[src/hw/rtl/ikr_pkg.sv]
package ikr_pkg;

  localparam int LABEL_W   = 6;
  localparam int SIDX_W    = 12;
  localparam int DIDX_W    = 7;
  localparam int VALUE_W   = 16;
  localparam int COMP_W    = 28;
  localparam int CNT_W     = 13;
  localparam int NORM_W    = 38;
  localparam int NORM_LO_W = 19;
  localparam int NSUM_W    = 50;
  localparam int ACC_W     = 64;

  localparam int CFG_IDX_W  = 1;
  localparam int CFG_DATA_W = 8;
  localparam int NCLU_CFG_W = 7;
  localparam int NDIM_CFG_W = 8;

  localparam logic [NCLU_CFG_W-1:0] NCLU_RESET = 7'd64;
  localparam logic [NDIM_CFG_W-1:0] NDIM_RESET = 8'd128;

  localparam logic [CFG_IDX_W-1:0] REG_ACTIVE_CLUSTERS = 1'b0;
  localparam logic [CFG_IDX_W-1:0] REG_ACTIVE_DIMS     = 1'b1;

  localparam logic OP_LOAD  = 1'b0;
  localparam logic OP_VISIT = 1'b1;

  typedef struct packed {
    logic clr;
    logic vld;
  } mac_ctl_t;

  typedef struct packed {
    logic busy;
  } mac_sts_t;

endpackage

[src/hw/rtl/ikr_mac.sv]
module ikr_mac #(
  parameter int DATA_WIDTH = 16
) (
  input  logic                             clk,
  input  logic                             rst_n,
  input  ikr_pkg::mac_ctl_t                ctl,
  input  logic signed [ikr_pkg::COMP_W-1:0] a,
  input  logic signed [DATA_WIDTH-1:0]     b,
  output ikr_pkg::mac_sts_t                sts,
  output logic signed [ikr_pkg::ACC_W-1:0] acc
);
  import ikr_pkg::*;

  localparam int PROD_W = COMP_W + DATA_WIDTH;

  logic                     pv_r;
  logic signed [PROD_W-1:0] prod_r;
  logic signed [ACC_W-1:0]  acc_r;

  always_ff @(posedge clk) begin
    if (!rst_n) begin
      pv_r  <= 1'b0;
      acc_r <= '0;
    end else begin
      pv_r <= ctl.vld;
      if (ctl.clr) begin
        acc_r <= '0;
      end else if (pv_r) begin
        acc_r <= acc_r + ACC_W'(prod_r);
      end
    end
    prod_r <= a * b;
  end

  assign sts.busy = pv_r;
  assign acc      = acc_r;
endmodule

[config.mk]
export PLATFORM = sky130hd
export DESIGN_NAME = ikr_mac
export DESIGN_NICKNAME = d
export VERILOG_FILES = /design/src/hw/rtl/ikr_pkg.sv /design/src/hw/rtl/ikr_mac.sv
export SDC_FILE = /design/constraint.sdc
export NUM_CORES = 1
export LEC_CHECK = 0
export ABC_AREA = 1
export BUFFER_PORTS_ARGS = -buffer_cell sky130_fd_sc_hd__buf_2
export CAP_MARGIN = 20
export CORE_MARGIN = 10
export CORE_UTILIZATION = 60
export CTS_BUF_LIST = sky130_fd_sc_hd__clkbuf_2 sky130_fd_sc_hd__clkbuf_4 sky130_fd_sc_hd__clkbuf_8
export DETAILED_ROUTE_END_ITERATION = 8
export MAX_ROUTING_LAYER = met4
export PLACE_DENSITY = 0.84
export SLEW_MARGIN = 40
export SYNTH_ARGS = -nofsm -noshare
export SYNTH_HDL_FRONTEND = slang
export SYNTH_SLANG_ARGS = --single-unit
[constraint.sdc]
create_clock -name clk -period 5.85 [get_ports clk]
set_input_delay 0.585 -clock clk [delete_from_list [all_inputs] [get_ports clk]]
set_output_delay 0.585 -clock clk [all_outputs]
set_load 0.05 [all_outputs]
Word-level counts from Yosys, hierarchy flattened
Cells that the tools add are included.
{"block": "word_totals", "ff_bits": 109, "latchBits": 0, "ramBits": 0, "rom_bits": 0, "in_bits": 48, "out_inout_bits": 65, "word_cells": 7, "n_memories": 0}
{"block": "classes", "addsub": 1, "mul": 1, "div": 0, "order_cmp": 0, "eq_ne": 0, "shifts": 0, "mux": 0, "bitwise": 1, "n_reduce_logical": 1}
{"operator": "$add 64x44->64", "n": 1}
{"operator": "$mul 28x16->44", "n": 1}
{"operator": "$reduce_or 2->1", "n": 1}
{"operator": "$not 1->1", "n": 1}

Longest topological paths before layout
{"block": "logic_depth", "word_depth": 2, "ltp_mapped": 28, "ltp_nobuf": 26}

Least setup slack after synthesis
No wires, ideal clock.
{"block": "synth_path", "path_type": "input port to flip-flop", "from": "in b[4]", "to": "reg prod_r[42]", "t_arrival_ns": 5.940, "t_required_ns": 5.778, "path_slack_ns": -0.162, "stages": 20, "path_buffers": 2, "cell_sequence": "clkbuf_1 -> clkbuf_1 -> nand2_1 -> fa_1 -> inv_1 -> fa_1 -> inv_1 -> fa_1 -> fa_1 -> fa_1 -> fa_1 -> inv_1 -> ha_1 -> nand2_1 -> nor2_1 -> inv_1 -> nor4_1 -> o21ai_0 -> nand3_1 -> xor2_1"}
{"block": "synth_between", "elab_chain_cells": 1}
{"item": "start, declared", "line_no": "ikr_mac.sv:8", "source": "input logic signed [DATA_WIDTH-1:0] b,"}
{"item": "$mul 28x16->44", "line_no": "ikr_mac.sv:32", "source": "prod_r <= a * b;"}
{"item": "end signal, assigned", "line_no": "ikr_mac.sv:32"}
{"item": "end, declared", "line_no": "ikr_mac.sv:17", "source": "logic signed [PROD_W-1:0] prod_r;"}
Every way passes these cells.
A chain may end at the register's enable or synchronous reset.

Worst setup path after layout
{"block": "layout_path", "from": "in b[5]", "to": "reg prod_r[36]"}
The elaborated chain is that of the path after synthesis.

==> summary.txt <==
Route
  • Vias post-DR: between 20000 and 25000
  • DRT Pass-1 Iters: 6
  • Final ANT Viol Nets: 0
  • Routed len/inst: about 16 um
  • Drt total wl: between 70000 and 80000 um
  • DRC viols: 0
  • Via density: between 5 and 6
  • Drt initial violations: between 1500 and 2000

Floorplanning
  • I/O Pins: approximately 110
  • Initial Utilization: between 60 and 70%
  • Die height: between 200 and 250 um
  • Die area: 50720 um2
  • Die width: 225.2 um
  • CORE AREA: 41760 um2
  • Rows: 75

Layout
  • Fillcell total: 3620
  • Fin area: around 28000 um2
  • Share of cells above drive strength 1: between 10% and 20%
  • ANT cells: 0
  • Area Growth Syn to Fin: 10.78%
  • Area of the multi-input gates: approximately 19000 um2
  • Register area: roughly 2200 um2
  • Final nets: about 4500

Synth
  • Largest area contributor in the netlist: fa_1
  • Syn nets: about 4300
  • Distinct cells, synth: 42
  • Top post-synthesis cells by area: fa_1, inv_1, nand2_1
  • Mapped Area: roughly 25000 um2
  • Sequential-to-total area share from yosys stat: under 10%
  • Avg Inst Size Synth: between 6 and 7 um2
  • Synth top area share: ~34%
  • Yosys warns: 0
  • Register bit total from synthesis: around 110
  • Synthesized instance count: approximately 3600

Place
  • Global placement routability congestion: between 1 and 1.5
  • Port Buf Inserts: approximately 110
  • Hpwl dp: between 60000 and 70000 um
  • Post-DP Area: 27770 um2
  • Dpl ws: -0.2520 ns

GRT
  • First-pass GRT wire length: 118800 um
  • Total track usage: just over 30%
  • Largest net degree at the start of global routing: 86
  • Antenna violations before repair: 0
  • Gr ovfl total: 0
  • Vias in the first global route: ~24000

Clock network
  • H-Tree Depth: 3
  • Post-CTS setup buffers: 0
  • Clock Root Buffer: clkbuf_8
  • Clk sinks: 109
  • CTS tree: yes
  • Clk_lat worst skew: 0.44 ns
  • Max Root-Sink Buffers: 2
  • Post-CTS Resized: 0
  • Cts bufs inserted: 9
  • Worst-path clk slew: ~0.10 ns
  • Hold_buf cts: 0

Critical path
  • CP peak stage delay: approximately 0.59 ns
  • CP Class: in -> reg
  • Worst-path fanout max: 16
  • Worst path arrival time: ~6 ns
  • Most used cell, CP: fa_1
  • CP Launch Type: input pin
  • Crit path cell chain: buf_2, nand2_1, fa_1, inv_1, fa_2, buf_4, fa_1, fa_1, fa_1, fa_1, ha_1, nand2_1, buf_4, buf_4, nor3_1, and3_1, nand3_1, nand4_1, xor2_1
  • Slowest library cell on the worst path: fa_2
  • Worst Setup End Kind: flop
  • Worst endpoint required time: slightly above 6 ns

Timing
  • Fin. max-slew vios: 0
  • Clk_skew: ~0.018 ns
  • Worst slew margin: approximately 44%
  • Worst setup margin: between 0.15 and 0.2 ns
  • Final Critical Period: ~5.7 ns
  • Setup violators final: 0
  • RSZ-0062 raised after global routing: no
  • Achievable frequency: approximately 180 MHz
  • Final period util: a little over nine tenths
  • Worst Tran Pin Value: 0.8308 ns
  • Fin. Hold Viols: 0

Run
  • Max cap viols: 0

Hold path
  • Worst Hold Class: in -> reg

Status
  • Status: complete, no violations
## critical path: cells and delay by family
family                   cells  cell delay [ns]
adder cells (fa/ha/maj)      7             3.38
buffers and inverters        5             0.81
XOR/XNOR                     1             0.16
AND/OR/NAND/NOR              6             1.08
## cell usage in the layout, fill, tap and decap left out, drive strengths merged, types with 6 or more instances in the layout
cell    synthesis  final
nor4            9      9
dfxtp         109    109
o21ai          90     90
o21bai         27     27
o21a            6      6
xor2           58     58
nand2         980    980
ha            169    169
nor2          304    304
nand4          26     26
buf            22    322
nand3         114    114
a31oi           6      6
nor3           21     21
xnor2          16     16
fa            431    431
clkbuf         96     12
o211ai          6      6
a21o            9      9
a21oi         130    130
inv           984    984
## final timing paths
| check | from | endpoint | slack [ns] | cells after the start |
|---|---|---|---|---|
| worst min register to register | acc[0] | acc[0] | 0.50 | 2 |
| worst min-delay path | ctl[0] | sts | 0.34 | 3 |
| worst max register to register | acc[0] | acc[58] | 3.17 | 16 |
| worst max-delay path | b[5] | prod_r[36] | 0.18 | 19 |
## metal layers
metal	vias to the layer above	part of all wire (%)	GRT usage, %	wire length, um
met1	10890	42	37.47	29960
met3	152	7.0	3.696	5030
met2	902	48	50.54	34490
met5	-	0	-	0
met4	0	3.4	10.48	2452
li1	10980	-	-	-
## cell type report
class                      count  area share (%)
inverter                     984           13.20
multi-input combinational   2421           67.73
timing repair buffer         323           8.131
sequential                   109           7.813
clock inverter                 4          0.2056
tap                          539           2.409
clock buffer                  11          0.5185
## flip-flops by register name (all words and copies together), names as in the netlist
| name | flops |
|---|---|
| sts | 1 |
| prod_r | 44 |
| acc | 64 |
## cell usage after synthesis (all sizes together)
master and number:
a21boi 5, or2 5, fa 431, nor2 304, and2 1, nand3 114
a31o 1, a21oi 130, clkbuf 96, o21a 6, o21bai 27, and3 3
xnor2 16, nand4 26, o211ai 6, o21ai 90, a21o 9, inv 984
a31oi 6, nand3b 1, nor3 21, nand2 980, xor2 58, nor4 9
buf 22, ha 169, dfxtp 109, o221ai 3
## kinds of logic (layout without fill, tap and decap cells)
family / after synthesis / after routing / share of synthesized area [%]
AND/OR/NAND/NOR: 1464 / 1464 / 23.42
buffers and inverters: 1102 / 1322 / 16.39
adder cells (fa/ha/maj): 600 / 600 / 42.52
AO/OA/AOI/OAI: 283 / 283 / 6.477
flip-flops: 109 / 109 / 8.636
XOR/XNOR: 74 / 74 / 2.565
## metrics by stage
stage / cells / setup TNS [ns] / util [%] / hold WS [ns]
3_5_place_dp: 4376 / -2.197 / 66.51 / 0.4892
4_1_cts: 4391 / 0 / 66.99 / 0.3172
3_3_place_gp: 4376 / -0.9662 / 66.50 / 0.4704
2_1_floorplan: 3632 / 0 / - / 0.5869
5_1_grt: 4391 / 0 / 67.03 / 0.3250
6_report: 4391 / 0 / 67.03 / 0.3392
Power is not shown: default switching activity piles up to over one toggle a cycle in this logic, so the estimate is an artifact.
